File: config.mk
export PLATFORM = sky130hd
export DESIGN_NAME = bms_cmd_fifo
export DESIGN_NICKNAME = d
export VERILOG_FILES = /design/src/sv/bms_pkg.sv /design/src/sv/bms_cmd_fifo.sv
export SDC_FILE = /design/constraint.sdc
export NUM_CORES = 1
export LEC_CHECK = 0
export ABC_AREA = 1
export BUFFER_PORTS_ARGS = -buffer_cell sky130_fd_sc_hd__buf_2
export CAP_MARGIN = 25
export CORE_MARGIN = 2
export CORE_UTILIZATION = 43
export CTS_BUF_LIST = sky130_fd_sc_hd__clkbuf_4
export CTS_CLUSTER_SIZE = 30
export DETAILED_ROUTE_END_ITERATION = 12
export PLACE_DENSITY = 0.67
export SYNTH_ARGS = -nofsm -noshare
export SYNTH_HDL_FRONTEND = slang
export SYNTH_SLANG_ARGS = --single-unit
File: constraint.sdc
create_clock -name clk -period 10.9 [get_ports clk]
set_input_delay 1.09 -clock clk [delete_from_list [all_inputs] [get_ports clk]]
set_output_delay 1.09 -clock clk [all_outputs]
set_load 0.1 [all_outputs]
File: src/sv/bms_pkg.sv
// Shared types and constants for the beeper melody sequencer.
// Holds the port item types, the action codes and the queued command format.
// No dependencies.
package bms_pkg;

    // Action codes carried in the input item.
    localparam logic [1:0] ACT_TICK   = 2'd0;
    localparam logic [1:0] ACT_NOTE   = 2'd1;
    localparam logic [1:0] ACT_SCORE  = 2'd2;
    localparam logic [1:0] ACT_DIRECT = 2'd3;

    // Modulus applied to the gain of a direct play.
    localparam logic [7:0] GAIN_MOD = 8'd101;

    // Entries in the queue between the front and the player.
    localparam int QUEUE_DEPTH = 2;

    typedef struct packed {
        logic [1:0]  action;
        logic [7:0]  note_address;
        logic [15:0] tone;
        logic [15:0] duration;
        logic [8:0]  note_count;
        logic [7:0]  gain;
    } item_t;

    typedef struct packed {
        logic        beeper_on;
        logic [15:0] out_tone;
        logic [7:0]  out_gain;
    } result_t;

    // Classified command as held in the queue.
    typedef enum logic [1:0] {
        K_TICK,
        K_NOTE,
        K_SCORE,
        K_DIRECT
    } kind_t;

    typedef struct packed {
        kind_t       kind;
        logic [7:0]  note_address;
        logic [15:0] tone;
        logic [15:0] duration;
        logic [8:0]  note_count;
        logic [7:0]  gain;
    } cmd_t;

endpackage

File: src/sv/bms_cmd_fifo.sv
// Short command queue between the front end and the player.
// Holds classified commands in order; full and empty flags for both sides.
// Depends on bms_pkg.
module bms_cmd_fifo (
    input  logic          clk,
    input  logic          rst_n,
    input  logic          push,
    input  bms_pkg::cmd_t push_cmd,
    input  logic          pop,
    output bms_pkg::cmd_t head,
    output logic          full,
    output logic          empty
);
    import bms_pkg::*;

    localparam int PW = (QUEUE_DEPTH > 1) ? $clog2(QUEUE_DEPTH) : 1;
    localparam int CW = $clog2(QUEUE_DEPTH + 1);

    cmd_t          entry_reg [QUEUE_DEPTH];
    logic [PW-1:0] wr_ptr_reg;
    logic [PW-1:0] wr_ptr_next;
    logic [PW-1:0] rd_ptr_reg;
    logic [PW-1:0] rd_ptr_next;
    logic [CW-1:0] fill_reg;
    logic [CW-1:0] fill_next;
    logic          do_push;
    logic          do_pop;

    assign full    = (fill_reg == CW'(QUEUE_DEPTH));
    assign empty   = (fill_reg == '0);
    assign do_push = push && !full;
    assign do_pop  = pop && !empty;
    assign head    = entry_reg[rd_ptr_reg];

    always_comb
    begin
        wr_ptr_next = wr_ptr_reg;
        rd_ptr_next = rd_ptr_reg;
        fill_next   = fill_reg;
        if (do_push)
            wr_ptr_next = (wr_ptr_reg == PW'(QUEUE_DEPTH - 1)) ? '0 : wr_ptr_reg + 1'b1;
        if (do_pop)
            rd_ptr_next = (rd_ptr_reg == PW'(QUEUE_DEPTH - 1)) ? '0 : rd_ptr_reg + 1'b1;
        if (do_push && !do_pop)
            fill_next = fill_reg + 1'b1;
        else if (do_pop && !do_push)
            fill_next = fill_reg - 1'b1;
    end

    always_ff @(posedge clk or negedge rst_n)
    begin
        if (!rst_n)
        begin
            wr_ptr_reg <= '0;
            rd_ptr_reg <= '0;
            fill_reg   <= '0;
        end
        else
        begin
            wr_ptr_reg <= wr_ptr_next;
            rd_ptr_reg <= rd_ptr_next;
            fill_reg   <= fill_next;
        end
    end

    always_ff @(posedge clk)
    begin
        if (do_push)
            entry_reg[wr_ptr_reg] <= push_cmd;
    end

endmodule

==> metrics.yaml, run 1 <==
clock_tree:
  clk_pin_slew_ns: 0.11
  tritoncts_num_sinks: 122
  cts.htree.levels: 4
  post_cts_buffers: 0
  cts_hold_buf: 0
  cts-buffers-inserted: 17
  cts_repair_resize_count: 0
  clk_latency_ns: 0.50
  cts_tree: "yes"
  cts-root-buf: "sky130_fd_sc_hd__clkbuf_4"
  cts_buffer_depth: 2
timing:
  rsz0062_at_grt: "false"
  fin_tns_setup_ns: 0
  worst_margin_slew_ns: 0.7703
  report.final.slew_viol_count: 0
  final_cycle_share_pct: 32.03
  finalHoldViolCount: 0
  max_clock_freq_ghz: 0.2864
  final.setup_skew_ns: 0.01129
  least_setup_slack_across_all_paths_after_layout_ns: 7.408
  finalSetupViolCount: 0
  layout_min_cycle_time_ns: 3.492
  timing.max_slew.rel_slack_pct: 48.52
global_route:
  grt_first_pass_wirelength_um: 13370
  grt_antenna_before_repair: 0
  grt_max_degree: 61
  grt.overflow.total: 0
  first_global_vias: 2735
  groute.usage.overall_pct: 15.78
logic_synthesis:
  syn-instance-count: 340
  yosys-mux-area-fraction_pct: 0
  synth_top_family_by_area: "simple AND/OR/NAND/NOR gates"
  post_synth_most_frequent_cells: "sky130_fd_sc_hd__nand2_1, sky130_fd_sc_hd__edfxtp_1, sky130_fd_sc_hd__buf_4, sky130_fd_sc_hd__inv_1, sky130_fd_sc_hd__buf_2"
  count_of_cell_types_in_the_netlist: 16
  post_synth_xor_area_fraction_pct: 0.1935
  cell_with_the_most_instances_after_synthesis: "sky130_fd_sc_hd__nand2_1"
  synthesis.area_sq_um: 4527
  synth.yosys.seq_area_share_pct: 80.49
  yosys.area_share.simple_pct: 16.28
  syn_nets: 404
  cell_type_contributing_the_most_total_cell_area_after_synthesis: "sky130_fd_sc_hd__edfxtp_1"
  yosys_most_used_dff: "sky130_fd_sc_hd__edfxtp_1"
  yosysTopAreaCellShare_pct: 78.28
  fraction_of_the_mapped_netlist_area_in_compound_gates_pct: 0.2211
  synth.ff_latch_count: 122
  synthArstFlopShare_pct: 3.279
  synth_area_per_cell_sq_um: 13.31
  fraction_of_the_mapped_netlist_area_in_adder_cells_pct: 0.2764
  synth_enable_flop_cells: 118
  ys_warn_count: 0
  post_synth_main_area_contributors: "sky130_fd_sc_hd__edfxtp_1, sky130_fd_sc_hd__nand2_1, sky130_fd_sc_hd__dfrtp_1"
worst_setup_path:
  crit_path_max_incr_delay_ns: 0.65
  critical_path.cell_chain: "inv_4, nand2_1, nand2_1, buf_2"
  timing.critical_path.from_type: "flip-flop"
  most_used_cell_along_the_critical_path: "sky130_fd_sc_hd__nand2_1"
  reg2reg_setup_slack_ns: 8.64
  worst_ep_arrival_time_ns: 2.40
  cp_max_fo: 60
  required_ns: 9.81
  setup_crit_path_kind: "reg2out"
  setup.worst_path.end_class: "primary output"
  slowest_stage: "sky130_fd_sc_hd__dfrtp_2"
routing:
  num_vias: 2891
  detail_route.drc_violations: 0
  routed_via_density: 4.655
  post_drt_wl_per_cell_um: 13.78
  first_iter_violations: 206
  detail_route.wirelength_um: 8557
  drt_first_pass_iters: 4
  drtAntennaViolNets: 0
final_layout:
  drive_above_1_share_pct: 33.81
  nets: 536
  finalCoreUtilization_pct: 53.71
  flow.area_growth_from_synthesis_pct: 21.95
  largest_reg_flops: 118
  antenna_cells: 0
run_status:
  run_status: "finished clean"
die:
  io_pins: 124
  core_area_sq_um: 10280
  die_x_um: 106.6
  dieArea_sq_um: 11360
  die_h_um: 106.6
  start_util_pct: 44.05
  std_cell_rows: 37
job:
  max_cap_viol_count: 0
worst_hold_path:
  holdCritPathClass: "in2async"
place:
  port_buffers: 123
  dpl_worst_slack_ns: 7.895
  place_hpwl_um: 5424
  finalWeightedCongestion: 0.6948
[area by class of cell]
type | instances | area [sq um]
fillers | 925 | 4757
flip-flops and latches | 122 | 3645
multi-input cells | 197 | 775.7
repair buffers | 126 | 650.6
well taps | 136 | 170.2
clock buffers | 17 | 127.6
clock inverters | 15 | 118.9
inverters | 8 | 32.53
[metrics by stage]
step	cells	hold WS, ns	instance area [sq um]
2_1_floorplan	340	0.4490	4527
3_3_place_gp	588	0.4685	5254
3_5_place_dp	589	0.4917	5274
4_1_cts	621	0.3224	5520
5_1_grt	621	0.3219	5520
6_report	621	0.3779	5520
[final timing paths]
kind / depth (start not counted) / start / end
setup reg to reg: 3 / fill_reg[0] / entry_reg[1][32]
min in group clk: 2 / wr_ptr_reg / wr_ptr_reg
max in group asynchronous: 1 / rst_n / rd_ptr_reg
hold / removal: 1 / rst_n / wr_ptr_reg
setup / recovery: 4 / rd_ptr_reg / head[1]
hold reg to reg: 2 / wr_ptr_reg / wr_ptr_reg
[cells in the final DEF, fill, tap and decap left out, types with 2 or more instances in the layout]
cell type                    instances
sky130_fd_sc_hd__clkinv_4            5
sky130_fd_sc_hd__clkinvlp_4          4
sky130_fd_sc_hd__buf_2             123
sky130_fd_sc_hd__clkbuf_4           17
sky130_fd_sc_hd__buf_4               2
sky130_fd_sc_hd__nand2_1           186
sky130_fd_sc_hd__inv_6               4
sky130_fd_sc_hd__edfxtp_1          118
sky130_fd_sc_hd__inv_1               6
sky130_fd_sc_hd__nor2_2              2
sky130_fd_sc_hd__dfrtp_1             3
sky130_fd_sc_hd__clkinv_2            2
[layer usage]
metal,up-vias,GRT usage (%),wire [um]
li1,1412,-,-
met1,1347,18.90,3622
met2,120,25.98,4052
met3,12,6.322,771
met5,-,0,0
met4,0,5.566,111
[worst max-delay path, delay by kind of cell, from the launching register on]
family        cells  cell delay, ns
buf+inv           2            1.00
flops             1            0.65
simple gates      2            0.22
[cells by family (layout without fill, tap and decap cells)]
logic type,after synthesis,after routing
AOI/OAI and AO/OA,2,2
xor gates and xnor gates,1,1
adders and majority gates,1,1
buffers and inverters,21,166
DFF,122,122
and+or+nand+nor,193,193
Power of run 1 is not shown: default switching activity piles up to over one toggle a cycle in this logic, so the estimate is an artifact.
==> run 2: changes to the inputs <==
Clock period 10.9 ns to 3.6 ns, I/O delays scaled along.
==> run 2 against run 1 <==
Clock skew barely moved. Hold slack got worse by 0.32 ns. Register-to-register slack got worse by 7.1 ns. First-iteration DRC count fell by 30%. Sequential share of layout area fell by 5.5 points. Cell area rose by 9.2%. Critical path depth did not move. Non-clock buffer count rose by 48. Wire length rose by 3.8%. Clock-buffer cell count rose by 2. Critical endpoint is now head[3].
==> metrics.yaml, run 2 (synthesis gave the netlist of run 1 again) <==
worst_setup_path:
  crit_path_max_incr_delay_ns: 0.57  # -0.08 ns
  cp_max_fo: 60  # unchanged
  required_ns: 3.24  # -6.57 ns
  worst_ep_arrival_time_ns: 2.27  # -0.13 ns
  path_delay_family: "buffers and inverters"
  most_used_cell_along_the_critical_path: "sky130_fd_sc_hd__nand2_1"
  critical_path.cell_chain: "inv_4, nand2_1, nand2_1, buf_2"
  setup_crit_path_kind: "reg2out"
  cp.buffers_inverters: 2  # unchanged
  timing.critical_path.from_type: "flip-flop"
  slowest_stage: "sky130_fd_sc_hd__dfrtp_2"
  setup.worst_path.end_class: "primary output"
timing:
  fin_tns_setup_ns: 0  # unchanged
  finalHoldViolCount: 0  # unchanged
  worst_margin_slew_ns: 0.7379  # -0.03244 ns
  timing.max_slew.rel_slack_pct: 50.69  # +2.2 points
  rsz0062_at_grt: "false"
  report.final.slew_viol_count: 0  # unchanged
  final_cycle_share_pct: 73.01
  final.setup_skew_ns: 0.01086  # -0.0004356 ns
  layout_min_cycle_time_ns: 2.628
  finalSetupViolCount: 0  # unchanged
  max_clock_freq_ghz: 0.3805
global_route:
  grt.overflow.total: 0  # unchanged
  grt_first_pass_wirelength_um: 13880  # +3.8%
  grt_max_degree: 61  # unchanged
  first_global_vias: 3098  # +13%
  grt_antenna_before_repair: 0  # unchanged
  groute.usage.overall_pct: 16.14  # +0.36 points
final_layout:
  largest_reg_flops: 118  # unchanged
  antenna_cells: 0  # unchanged
  final_common_cell: "sky130_fd_sc_hd__nand2_1"
  flow.area_growth_from_synthesis_pct: 33.11
  drive_above_1_share_pct: 29.89  # -3.9 points
  highest_count_cells_in_the_layout_ignoring_fill_and_taps: "sky130_fd_sc_hd__nand2_1, sky130_fd_sc_hd__buf_2, sky130_fd_sc_hd__edfxtp_1"
  finalCoreUtilization_pct: 58.63  # +4.9 points
  layout.cell_area.non_filler_sq_um: 6026  # +9.2%
  nets: 584  # +9.0%
run_status:
  run_status: "finished clean"
die:
  dieArea_sq_um: 11360  # unchanged
  die_x_um: 106.6  # unchanged
  core_area_sq_um: 10280  # unchanged
  io_pins: 124  # unchanged
  std_cell_rows: 37  # unchanged
  start_util_pct: 44.05  # unchanged
  die_h_um: 106.6  # unchanged
place:
  finalWeightedCongestion: 0.6808  # -2.0%
  place_area_sq_um: 5281  # +0.14%
  port_buffers: 123  # unchanged
  place_hpwl_um: 5355  # -1.3%
clock_tree:
  cts-buffers-inserted: 17  # unchanged
  clk_pin_slew_ns: 0.10  # about the same
  cts_buffer_depth: 2  # unchanged
  cts_repair_resize_count: 0  # unchanged
  tritoncts_num_sinks: 122  # unchanged
  cts_tree: "yes"
  cts-root-buf: "sky130_fd_sc_hd__clkbuf_4"
  cts_hold_buf: 47  # +47
  cts.htree.levels: 4  # unchanged
  post_cts_buffers: 0  # unchanged
  clk_latency_ns: 0.49  # about the same
routing:
  drt_first_pass_iters: 4  # unchanged
  wl_met1_um: 3664  # +1.2%
  num_vias: 3030  # +4.8%
  dr_wl_met2_um: 4520  # +12%
  detail_route.wirelength_um: 8886  # +3.8%
  post_drt_wl_per_cell_um: 13.30  # -3.5%
  top_routing_layer_in_use: "met4"
  met3_wirelength_um: 637  # -17%
  first_iter_violations: 144  # -30%
  detail_route.drc_violations: 0  # unchanged
  routed_via_density: 4.536  # -2.6%
  drtAntennaViolNets: 0  # unchanged
worst_hold_path:
  holdCritPathClass: "in2reg"
job:
  max_cap_viol_count: 0  # unchanged
-- run 2: cell types whose count changed in the layout (fill, tap and decap cells not counted), sizes merged --
| cell | previous run | this run |
|---|---|---|
| buf | 126 | 127 |
| inv | 12 | 8 |
| clkbuf | 17 | 19 |
| bufinv | 0 | 3 |
| clkinvlp | 4 | 1 |
| dlygate4sd3 | 0 | 47 |
| clkinv | 7 | 8 |
-- run 2: area by class of cell --
| class | instances | area [sq um] |
|---|---|---|
| clock buffer | 19 | 142.6 |
| clock inverter | 12 | 131.4 |
| fill | 857 | 4252 |
| inverter | 8 | 32.53 |
| multi-input combinational | 197 | 775.7 |
| sequential | 122 | 3645 |
| tap | 136 | 170.2 |
| timing repair buffer | 174 | 1129 |
-- run 2: metrics by stage --
| stage | setup slack [ns] | hold slack, ns | cells |
|---|---|---|---|
| 2_1_floorplan | 0.06253 | 0.06441 | 340 |
| 3_3_place_gp | 1.463 | 0.1730 | 590 |
| 3_5_place_dp | 1.465 | 0.1782 | 590 |
| 4_1_cts | 0.8718 | 0.0001159 | 668 |
| 5_1_grt | 0.7802 | 0.004979 | 668 |
| 6_report | 0.9717 | 0.06122 | 668 |
-- run 2: path summary, 6_finish.rpt --
check	end	startpoint	slack [ns]	cells past startpoint
min reg2reg	wr_ptr_reg	wr_ptr_reg	0.49	2
min in group asynchronous	rd_ptr_reg	rst_n	0.19	2
min	entry_reg[1][7]	push_cmd[7]	0.06	1
max in group asynchronous	rd_ptr_reg	rst_n	3.27	2
max reg2reg	entry_reg[0][40]	fill_reg[1]	1.53	6
max	head[3]	rd_ptr_reg	0.97	4
-- run 2: worst reg2reg max path: stages, from the launching register on --
cell	delay [ns]
sky130_fd_sc_hd__dfrtp_1	0.42
sky130_fd_sc_hd__inv_1	0.11
sky130_fd_sc_hd__nor2_2	0.05
sky130_fd_sc_hd__nor2_2	0.12
sky130_fd_sc_hd__nand2_1	0.09
sky130_fd_sc_hd__inv_2	0.50
sky130_fd_sc_hd__buf_4	0.45
-- run 2: metal layers --
metal | track usage, % | up-vias
li1 | - | 1505
met1 | 18.22 | 1396
met2 | 27.66 | 123
met3 | 5.775 | 6
met4 | 6.957 | 0
met5 | 0 | -
Power of run 2 is left out for the same reason.
