### src/sv/bms_pkg.sv
// Shared types and constants for the beeper melody sequencer.
// Holds the port item types, the action codes and the queued command format.
// No dependencies.
package bms_pkg;

    // Action codes carried in the input item.
    localparam logic [1:0] ACT_TICK   = 2'd0;
    localparam logic [1:0] ACT_NOTE   = 2'd1;
    localparam logic [1:0] ACT_SCORE  = 2'd2;
    localparam logic [1:0] ACT_DIRECT = 2'd3;

    // Modulus applied to the gain of a direct play.
    localparam logic [7:0] GAIN_MOD = 8'd101;

    // Entries in the queue between the front and the player.
    localparam int QUEUE_DEPTH = 2;

    typedef struct packed {
        logic [1:0]  action;
        logic [7:0]  note_address;
        logic [15:0] tone;
        logic [15:0] duration;
        logic [8:0]  note_count;
        logic [7:0]  gain;
    } item_t;

    typedef struct packed {
        logic        beeper_on;
        logic [15:0] out_tone;
        logic [7:0]  out_gain;
    } result_t;

    // Classified command as held in the queue.
    typedef enum logic [1:0] {
        K_TICK,
        K_NOTE,
        K_SCORE,
        K_DIRECT
    } kind_t;

    typedef struct packed {
        kind_t       kind;
        logic [7:0]  note_address;
        logic [15:0] tone;
        logic [15:0] duration;
        logic [8:0]  note_count;
        logic [7:0]  gain;
    } cmd_t;

endpackage

### src/sv/bms_front.sv
// Front end of the beeper melody sequencer: accepts items and classifies them.
// Drops items that cannot have an effect and reduces direct-play gain.
// Depends on bms_pkg.
module bms_front (
    input  logic           start,
    input  bms_pkg::item_t cmd,
    input  logic [15:0]    tick_step,
    input  logic           queue_full,
    output logic           busy,
    output logic           push,
    output bms_pkg::cmd_t  push_cmd
);
    import bms_pkg::*;

    logic       accept;
    logic       keep;
    logic [7:0] gain_red;

    assign busy   = queue_full;
    assign accept = start && !queue_full;

    // gain mod 101 for an 8-bit value: at most two subtractions
    always_comb
    begin
        if (cmd.gain >= 8'(2 * GAIN_MOD))
            gain_red = cmd.gain - 8'(2 * GAIN_MOD);
        else if (cmd.gain >= GAIN_MOD)
            gain_red = cmd.gain - GAIN_MOD;
        else
            gain_red = cmd.gain;
    end

    always_comb
    begin
        push_cmd.note_address = cmd.note_address;
        push_cmd.tone         = cmd.tone;
        push_cmd.duration     = cmd.duration;
        push_cmd.note_count   = cmd.note_count;
        push_cmd.gain         = cmd.gain;
        keep                  = 1'b1;
        unique case (cmd.action)
            ACT_NOTE:
            begin
                push_cmd.kind = K_NOTE;
            end
            ACT_SCORE:
            begin
                // drop an empty score
                push_cmd.kind = K_SCORE;
                keep          = (cmd.note_count != 9'd0);
            end
            ACT_DIRECT:
            begin
                push_cmd.kind = K_DIRECT;
                push_cmd.gain = gain_red;
            end
            default:
            begin
                // drop ticks while the player is disabled
                push_cmd.kind = K_TICK;
                keep          = (tick_step != 16'd0);
            end
        endcase
    end

    assign push = accept && keep;

endmodule

### config.mk
export PLATFORM = sky130hd
export DESIGN_NAME = bms_front
export DESIGN_NICKNAME = d
export VERILOG_FILES = /design/src/sv/bms_pkg.sv /design/src/sv/bms_front.sv
export SDC_FILE = /design/constraint.sdc
export NUM_CORES = 1
export LEC_CHECK = 0
export ABC_AREA = 1
export BUFFER_PORTS_ARGS = -buffer_cell sky130_fd_sc_hd__buf_2
export CAP_MARGIN = 20
export CORE_ASPECT_RATIO = 0.5
export CORE_MARGIN = 3
export CORE_UTILIZATION = 38
export DETAILED_ROUTE_END_ITERATION = 10
export GPL_TIMING_DRIVEN = 0
export PLACE_DENSITY = 0.89
export SETUP_SLACK_MARGIN = 0.5
export SLEW_MARGIN = 20
export SYNTH_ARGS = -nofsm -noshare
export SYNTH_HDL_FRONTEND = slang
export SYNTH_SLANG_ARGS = --single-unit
### constraint.sdc
create_clock -name vclk -period 3.16
set_clock_uncertainty 0.1 [all_clocks]
set_input_delay 0.316 -clock vclk [all_inputs]
set_output_delay 0.316 -clock vclk [all_outputs]
set_load 0.02 [all_outputs]
==> results of run 1 <==
worst max-delay path, stage by stage:
cell,delay [ns]
sky130_fd_sc_hd__buf_2,0.14
sky130_fd_sc_hd__inv_1,0.17
sky130_fd_sc_hd__ha_1,0.19
sky130_fd_sc_hd__inv_2,0.05
sky130_fd_sc_hd__nand2_2,0.10
sky130_fd_sc_hd__nand3_2,0.09
sky130_fd_sc_hd__nand2_4,0.10
sky130_fd_sc_hd__nand2_2,0.06
sky130_fd_sc_hd__buf_6,0.15
sky130_fd_sc_hd__nand2_1,0.06
sky130_fd_sc_hd__nand3_1,0.08
sky130_fd_sc_hd__nand2_1,0.06
sky130_fd_sc_hd__nand2_1,0.04
sky130_fd_sc_hd__nand2_1,0.06
sky130_fd_sc_hd__buf_2,0.16
power groups by stage:
stage          logic [mW]  clock network [mW]  registers, mW
6_report            0.274                   0              0
5_1_grt             0.300                   0              0
4_1_cts             0.276                   0              0
3_5_place_dp        0.275                   0              0
3_3_place_gp        0.270                   0              0
2_1_floorplan       0.190                   0              0
cell families after synthesis:
logic type,synth area share
simple gates,0.471
buf+inv,0.409
xor+xnor,0.0225
fa+ha+maj,0.0644
compound gates,0.0333
worst paths after layout:
check | slack, ns | from | cells after the start | endpoint
worst max-delay path | 0.92 | cmd[1] | 15 | push_cmd[1]
worst min-delay path | 0.75 | cmd[33] | 2 | push_cmd[33]
cell type report:
cell class,count,share of cell area
multi-input cells,126,0.407
well taps,37,0.0273
plain buffers,57,0.251
inverters,14,0.0310
repair buffers,96,0.284
metal layers:
layer,part of all wire,vias up,global-route usage
li1,-,775,-
met1,0.36,658,0.191
met2,0.54,77,0.368
met3,0.092,4,0.0291
met4,0.0046,0,0.0347
met5,0,-,0
through the flow:
stage | worst slack (ns) | util
after global routing | 0.712 | 0.616
after global placement | 0.998 | 0.616
after detailed placement | 0.927 | 0.616
after floorplan | 1.32 | -
final | 0.916 | 0.616
after CTS | 0.923 | 0.616
cells in the final DEF, fill, tap and decap left out, types with 2 or more instances in the layout:
cell / instances
sky130_fd_sc_hd__nor2_1: 13
sky130_fd_sc_hd__nand4_1: 10
sky130_fd_sc_hd__nand3b_1: 2
sky130_fd_sc_hd__buf_4: 50
sky130_fd_sc_hd__xor2_1: 2
sky130_fd_sc_hd__inv_2: 5
sky130_fd_sc_hd__a21oi_1: 2
sky130_fd_sc_hd__nand2_1: 60
sky130_fd_sc_hd__clkbuf_1: 4
sky130_fd_sc_hd__o211ai_1: 2
sky130_fd_sc_hd__nor4_1: 2
sky130_fd_sc_hd__inv_1: 8
sky130_fd_sc_hd__nand2_2: 4
sky130_fd_sc_hd__buf_6: 3
sky130_fd_sc_hd__nand3_1: 13
sky130_fd_sc_hd__nand3_2: 2
sky130_fd_sc_hd__buf_2: 96
sky130_fd_sc_hd__ha_1: 6
==> results.txt, run 1 <==
* Sequential share of the synthesized area: 0
- After the first detailed-routing iteration, the DRC count stood at 27.
- Worst hold margin: 0.750 ns
- The count of final max-slew check failures came to 0.
* Internal power contribution: ~120 uW
- Top-count cell post-synth: sky130_fd_sc_hd__nand2_1
* Clock Power Share: 0
- Kind of start point of the critical path: input port
* Per-instance average area after synthesis: 5.92 sq um
* Count of mapped cells out of synthesis: 197
- Die height: between 40 and 50 um
* Total of buffers placed on input and output ports: 96
- Of the total power, registers draw 0.
- The number of antenna violations at the first check in global routing came to 0.
- Final-report setup violation count: 0
* Total of warnings raised by yosys: 0
- In this run, placement finished with an instance count of 330.
- Shortest period the worst path allows: approximately 2.2 ns
* Number of cells in the finished layout apart from fillers: 330
- The HPWL after detailed placement is ~3.3 mm.
- Via count: between 1500 and 2000
* Cell Area, Synth: 1170 sq um
* Area of the core: between 2000 and 3000 sq um
- Area of the multi-input gates: approximately 700 sq um
* Design area: around 1700 sq um
- Worst Path Required: 2.74 ns
* Number of placement rows: 13
- In this run, post-CTS hold repair placed 0 buffers.
* Aggregate global-route resource usage: 0.175
* Top area cells in the synthesized netlist: sky130_fd_sc_hd__buf_4 (32%), sky130_fd_sc_hd__nand2_1 (19%), sky130_fd_sc_hd__ha_1 (6.4%)
* Max-capacitance violation count: 0
* Number of library cell types mapped by synthesis: 26
- Before antenna repair, the detailed router went through 4 iterations.
- Drt via density: 4.59
- Number of top-level design ports: 138
- Setup repair after global routing left no endpoint under its margin.
* Power per Cell Area: 162 nW/um^2
- The count of nets left with antenna violations once routing finished came out at 0.
- Registers take 0 sq um.
* Filler instances: 278
* Total nets after synthesis: 280
* Critical Setup Path Class: input port to output port
- Starting density of the core: 0.424
* Residual overflow from global routing: 0
- Of the cells placed in the final design, the portion with a size suffix greater than 1 is 0.563.
- The worst pin sits at a relative slew slack of 0.721.
* Period utilization: 0.710
- Seq cells: 0
- Area growth from synthesis to layout: 45.2%
- Data on the critical path arrives at its endpoint at about 1.8 ns.
- The analysis attributes to cell leakage a power of approximately 1.1 nW.
- Detailed-route wire length per cell: 11.3 um
- For the pin with the worst max-slew slack, the measured transition is around 0.42 ns.
* Post-synth top area cell: sky130_fd_sc_hd__buf_4
- For this design the total switching power over the nets is 154 uW.
* Via count of the first global-routing pass: approximately 1400
* Count of antenna diodes in the layout: 0
- The final layout contains 378 nets.
- Most numerous cell types in the synthesized netlist: sky130_fd_sc_hd__nand2_1 (60), sky130_fd_sc_hd__buf_4 (50), sky130_fd_sc_hd__nand3_1 (13), sky130_fd_sc_hd__nor2_1 (13), sky130_fd_sc_hd__nand4_1 (10)
- Worst ir drop on vdd: approximately 0.075 mV
- Largest net degree at the start of global routing: 11
- The congestion estimate from routability-driven global placement came to 0.859.
* Fraction of power spent switching nets: 0.563
* Peak fanout along the critical path: 10
- Tightest Hold Check Type: input port to output port
* Detailed-route DRC error count: 0
* Cell Area, Placed: around 1700 sq um
* Wire length of the first global-routing pass: 5.75 mm
- Clock buffers in the final layout number 0.
- Post-CTS Repair Setup Buffers: 0
- Wires add up to between 3 and 4 mm.
- Peak clock frequency supported by timing: ~0.45 GHz
- Number of hold violations in the final report: 0
* Die span in x: between 80 and 90 um
- The run finished with clean final reports.
- After clock tree synthesis, the repair step resized 0 gates.
* Kind of end point of the critical path: output port
* Yosys top cell area share: 0.322
* Total negative slack for setup checks: 0 ns
* Full die area: around 3800 sq um
* Power consumption: 274 uW
- Fraction of power consumed by combinational cells: 1.000
No activity file was read; power rests on OpenSTA's default activity.
==> run 2: changes to the inputs <==
--- a/config.mk
+++ b/config.mk
@@ -10,10 +10,10 @@
 export CAP_MARGIN = 20
 export CORE_ASPECT_RATIO = 0.5
 export CORE_MARGIN = 3
-export CORE_UTILIZATION = 38
+export CORE_UTILIZATION = 32
 export DETAILED_ROUTE_END_ITERATION = 10
 export GPL_TIMING_DRIVEN = 0
-export PLACE_DENSITY = 0.89
+export PLACE_DENSITY = 0.79
 export SETUP_SLACK_MARGIN = 0.5
 export SLEW_MARGIN = 20
 export SYNTH_ARGS = -nofsm -noshare
==> constraint.sdc (replaced) <==
create_clock -name vclk -period 2
set_clock_uncertainty 0.1 [all_clocks]
set_input_delay 0.2 -clock vclk [all_inputs]
set_output_delay 0.2 -clock vclk [all_outputs]
set_load 0.02 [all_outputs]
==> results.txt, run 2 (same netlist as run 1, synthesis figures left out) <==
* Detailed-route DRC error count: 0
- There are 0 flip-flops and latches.
- Clock Power Share: 0
- Compared with the post-synthesis result, the final layout area differs by 61.6%.
* Critical Setup Path Class: input port to output port
- Gp weighted congestion: 0.837
* M1 GR Usage: 0.173
- Clock buf count: 0
* Delay of the slowest cell on the worst path: between 0.2 and 0.25 ns
* Power consumption: 487 uW
- Via count: between 1500 and 2000
- In this run the vertical extent of the chip is 48.7 um.
* Placed cell count: ~340
* Data arrival time at the worst-slack endpoint: 1.59 ns
- Total of buffers placed on input and output ports: 96
- In this design, the critical path's most frequently occurring cell is sky130_fd_sc_hd__nand2_1.
- The largest individual stage delay along the critical path comes from the cell sky130_fd_sc_hd__ha_1.
- Most common cell after layout, fill and taps aside: sky130_fd_sc_hd__buf_2
* Post-CTS Hold Buffers: 0
- In this run the tightest slew margin relative to its limit is 0.734.
- Tightest Pin Transition: about 0.40 ns
* Final Net Count: 386
* Die span in x: 91.4 um
* Full die area: 4450 sq um
- After layout, the minimum clock period comes to approximately 1.9 ns.
- Tightest Hold Check Type: input port to output port
* Leakage power figure: ~1.1 nW
* NetSw: 264 uW
* Aggregate global-route resource usage: 0.170
- STA classifies the critical path endpoint as an output port.
- The flow ran to the end, and the final reports show no timing, DRC or antenna violations.
- Peak clock frequency supported by timing: 0.529 GHz
- Most congested layer reported by global routing: met2
- Number of placement rows: 14
* Series of cell instances along the critical path: buf_8 > clkinvlp_4 > ha_1 > nand2_1 > nand3_1 > nand2_1 > nand2_1 > nand2_2 > nand2_2 > nand2_1 > nand2_1 > nand2_1 > nand2_2 > buf_6
- Dividing the detail-routed wire length by the instance count gives 12.0 um.
- The share of total power dissipated in combinational logic is 1.000.
* Power per Cell Area: 259 nW/um^2
- The share of total power dissipated in sequential elements is 0.
- Internal power contribution: 223 uW
- Entering global routing, the biggest net connects 11 pins.
- In the final layout, flip-flops and latches occupy 0 sq um.
- The count of final max-slew check failures was 0.
* Met3 track demand over resource: 0.0279
* Number of hold violations in the final report: 0
* Number of antenna violations at the first check in global routing: 0
- Starting density of the core: 0.360
* Via count of the first global-routing pass: 1420
- Before antenna repair, the detailed router went through 4 iterations.
* Residual overflow from global routing: 0
- Depth of the worst hold-timing path: 2
- Worst min-delay path startpoint: cmd[53]
- Placed wire-length estimate: 3.30 mm
- Counting both buffers and inverters, the worst setup path holds a total of 3.
- Drt via density: 4.45
- Final Core Density: 0.581
* Setup repair after global routing missed its margin: true
- IR analysis of the VDD net gives a maximum drop of 0.0822 mV.
- Worst setup margin: 0.110 ns
* Number of nets still failing antenna checks after routing: 0
* Kind of start point of the critical path: input port
- Among cell families on the critical path, the largest total delay comes from simple AND/OR/NAND/NOR gates.
* Worst Path Required: 1.70 ns
- Max-capacitance violation count: 0
- Peak fanout along the critical path: 4
- The first global-routing pass estimated between 6 and 7 mm of wire.
* Hold-critical path endpoint: push_cmd[53]
* Met2 routing resource usage after global routing: 0.371
- Final-report setup violation count: 0
- Area of the core: ~3200 sq um
* Fraction of power spent switching nets: 0.542
- Period utilization: 0.945
- Pin placement for this block handled 138 I/O pins.
* Number of cells in the finished layout apart from fillers: around 350
- 0 antenna diodes ended up in the layout.
* Place WS: -0.0275 ns
- Iteration-0 DRC Markers: 87
- Worst hold margin: between 0.5 and 0.6 ns
- Wires add up to around 4.2 mm.
- Commonest cells after routing, fill and taps aside: sky130_fd_sc_hd__buf_2 (87), sky130_fd_sc_hd__buf_4 (61), sky130_fd_sc_hd__nand2_1 (53)
* Ratio of cells with drive above 1 in the final layout: 0.618
run 2: cell count changes in the layout (fill, tap and decap cells not counted), sizes merged:
cell	change
buf	+8
clkinvlp	+1
inv	-1
run 2: how the worst max path moves through the flow:
stage / from / to / slack (ns) / depth (start not counted)
global placement: cmd[1] / push_cmd[4] / 0.009 / 16
detailed placement: cmd[1] / push_cmd[4] / -0.03 / 16
floorplan: cmd[1] / push_cmd[4] / 0.44 / 14
global route: cmd[1] / push_cmd[5] / -0.003 / 14
finish: cmd[1] / push_cmd[5] / 0.11 / 14
CTS: cmd[1] / push_cmd[4] / 0.20 / 16
run 2: area by class of cell:
class / count / area (sq um)
Tap cell: 48 / 60.1
Buffer: 57 / 424
Fill cell: 309 / 1360
Inverter: 14 / 58.8
Multi-Input combinational cell: 126 / 752
Timing Repair Buffer: 104 / 589
run 2: layer usage:
layer	vias to the layer above	part of all wire	wire length [um]
li1	790	-	-
met1	678	0.33	1370
met2	80	0.57	2370
met3	4	0.099	416
met4	0	0.0095	40
met5	-	0	0
run 2: power groups by stage:
stage | Combinational (mW) | Clock, mW | Sequential (mW)
finish | 0.487 | 0 | 0
global route | 0.528 | 0 | 0
CTS | 0.476 | 0 | 0
detailed placement | 0.440 | 0 | 0
global placement | 0.433 | 0 | 0
floorplan | 0.305 | 0 | 0
run 2: per-stage QoR:
stage	area (sq um)	TNS [ns]
5_1_grt	1880	-0.00280
3_3_place_gp	1730	0
4_1_cts	1860	0
2_1_floorplan	1190	0
6_report	1880	0
3_5_place_dp	1730	-0.0480
run 2: repair_timing:
action | 4_1_cts | 5_1_grt
gates cloned | 1 | 0
pin swaps | 5 | 5
buffers inserted | 5 | 2
resized for setup | 24 | 3
setup endpoints to repair | 8 | 8
==> run 3: changes to the inputs <==
--- a/config.mk
+++ b/config.mk
@@ -8,12 +8,14 @@
 export ABC_AREA = 1
 export BUFFER_PORTS_ARGS = -buffer_cell sky130_fd_sc_hd__buf_2
 export CAP_MARGIN = 20
+export CELL_PAD_IN_SITES_DETAIL_PLACEMENT = 1
+export CELL_PAD_IN_SITES_GLOBAL_PLACEMENT = 1
 export CORE_ASPECT_RATIO = 0.5
 export CORE_MARGIN = 3
-export CORE_UTILIZATION = 32
+export CORE_UTILIZATION = 18
 export DETAILED_ROUTE_END_ITERATION = 10
 export GPL_TIMING_DRIVEN = 0
-export PLACE_DENSITY = 0.79
+export PLACE_DENSITY = 0.77
 export SETUP_SLACK_MARGIN = 0.5
 export SLEW_MARGIN = 20
 export SYNTH_ARGS = -nofsm -noshare
==> results.txt, run 3 (same netlist as run 1, synthesis figures left out) <==
- Area of the core: 6160 sq um
- The via count of the first global-routing pass came to 1541.
- The first global-routing pass estimated 6.60 mm of wire.
* Kind of end point of the critical path: output port
- Iteration-0 DRC Markers: 20
* Power consumption: between 400 and 500 uW
- The initial utilization of the core area, before any placement, comes to 0.189.
* Peak clock frequency supported by timing: 0.540 GHz
- Total buffers and inverters traversed by the critical path: 5
- At the end of the flow the core is filled with cells to 0.326.
* Number of detailed-routing iterations run before antenna repair: 4
- Tracing the worst setup path back leads to its startpoint at cmd[1].
- Post-CTS Hold Buffers: 0
- Total of buffers placed on input and output ports: 96
- The worst pin sits at a relative slew slack of 0.700.
* Period utilization: 0.925
- Capturing instance or port of the critical path: push_cmd[1]
* Critical path's top delay family: buffers and inverters
- Entering global routing, the biggest net connects 11 pins.
* Area growth from synthesis to layout: 71.9%
- Worst Path Required: 1.70 ns
* Die span in x: about 120 um
* Tightest Pin Transition: 0.450 ns
* Drt via density: 4.04
* Peak fanout along the critical path: 5
- For this block, the routed nets add up to 4.26 mm of wire.
* Total negative slack for setup checks: 0 ns
- Detailed-route DRC error count: 0
- The die covers 7540 sq um.
- The largest individual stage delay along the critical path comes from the cell sky130_fd_sc_hd__ha_4.
* Library cell appearing most often on the critical path: sky130_fd_sc_hd__nand2_4
* Via count: 1592
- STA puts the critical path data arrival time at 1.55 ns.
- The count of cells in the finished layout, fillers not included, comes to between 300 and 400.
- The worst-case IR drop observed on VDD is 0.0801 mV.
- Tightest Hold Check Type: input port to output port
* Register Area: 0 sq um
* Clock buf count: 0
- The number of antenna violations at the first check in global routing came to 0.
- In this run the static leakage power is 1.14 nW.
- Setup repair after global routing missed its margin: true
* Number of placement rows: 20
- The worst path needs roughly 1.9 ns of the cycle, external delays included.
- Gp weighted congestion: 0.793
* Residual overflow from global routing: 0
* Final Net Count: 391
- Critical path depth: 15
- In the layout the commonest cells are sky130_fd_sc_hd__buf_2 (87), sky130_fd_sc_hd__buf_4 (65), sky130_fd_sc_hd__nand2_1 (51).
* Die height: 62.9 um
- On the final layout, the worst hold slack is roughly 0.52 ns.
- In the final layout, the share of cells above drive strength 1 is 0.641.
- Summed over all nets, the half-perimeter wirelength after detailed placement is 3.52 mm.
- Across every metal layer, demand over resource in global routing totals 0.0989.
* Max-capacitance violation count: 0
* Outcome: complete, no violations
* Number of top-level design ports: 138
- Dividing total power by cell area gives a power density of 249 nW/um^2.
- Area of the multi-input gates: 781 sq um
- There are 0 flip-flops and latches.
- In the final routed layout, each cell accounts on average for 10.8 um.
- Placed cell count: 381
- The largest single stage delay on the critical path is ~0.20 ns.
- Series of cell instances along the critical path: buf_8 > clkinvlp_4 > ha_4 > inv_4 > nand2_4 > nand3_4 > nand2_4 > nand2_4 > buf_6 > nand2_2 > nand3_1 > nand2_1 > nand2_1 > nand2_2 > buf_6
- The count of final max-slew check failures is 0.
* Most common cell after layout, fill and taps aside: sky130_fd_sc_hd__buf_2
- Count of antenna diodes in the layout: 0
- Critical Setup Path Class: input port to output port
- Final-report setup violation count: 0
* Number of nets still failing antenna checks after routing: 0
- Kind of start point of the critical path: input port
- The count of final hold-check violations came to 0.
- After filler insertion, the fill cell instance count of the layout stands at slightly above 800.
run 3: cell types whose count changed in the layout (fill, tap and decap cells not counted), sizes merged:
| cell | delta |
|---|---|
| buf | +5 |
run 3: layer usage:
layer / part of all wire / global-route usage / vias up
li1: - / - / 800
met1: 0.37 / 0.108 / 703
met2: 0.50 / 0.194 / 84
met3: 0.12 / 0.0325 / 5
met4: 0.0068 / 0.00571 / 0
met5: 0 / 0 / -
run 3: repair_timing:
action                                  CTS  global route
gates resized for setup                  27             7
endpoints found under the setup margin    8             9
gates cloned                              1             0
setup buffers                             6             6
pin swaps                                 6             7
run 3: power breakdown:
group          switching, mW  internal, mW  total (mW)
clock network              0             0           0
registers                  0             0           0
logic                  0.268         0.232       0.500
total                  0.268         0.232       0.500
run 3: area by class of cell:
class	count	share of cell area
buffer	57	0.212
multi-input combinational	126	0.390
timing repair buffer	109	0.315
inverter	14	0.0293
tap	88	0.0549
run 3: how the worst min path moves through the flow:
stage                          start            to  slack [ns]  cells past startpoint
final                        cmd[41]  push_cmd[41]        0.52                      2
after global routing         cmd[56]  push_cmd[56]        0.52                      2
after CTS                    cmd[41]  push_cmd[41]        0.52                      2
after detailed placement     cmd[41]  push_cmd[41]        0.52                      2
after global placement       cmd[33]  push_cmd[33]        0.52                      2
after floorplan           queue_full          push        0.38                      1
run 3: per-stage QoR:
stage,instance area [sq um],setup slack [ns]
6_report,2000,0.149
5_1_grt,2000,0.0613
4_1_cts,1920,0.193
3_5_place_dp,1780,-0.0743
3_3_place_gp,1780,-0.0662
2_1_floorplan,1190,0.442
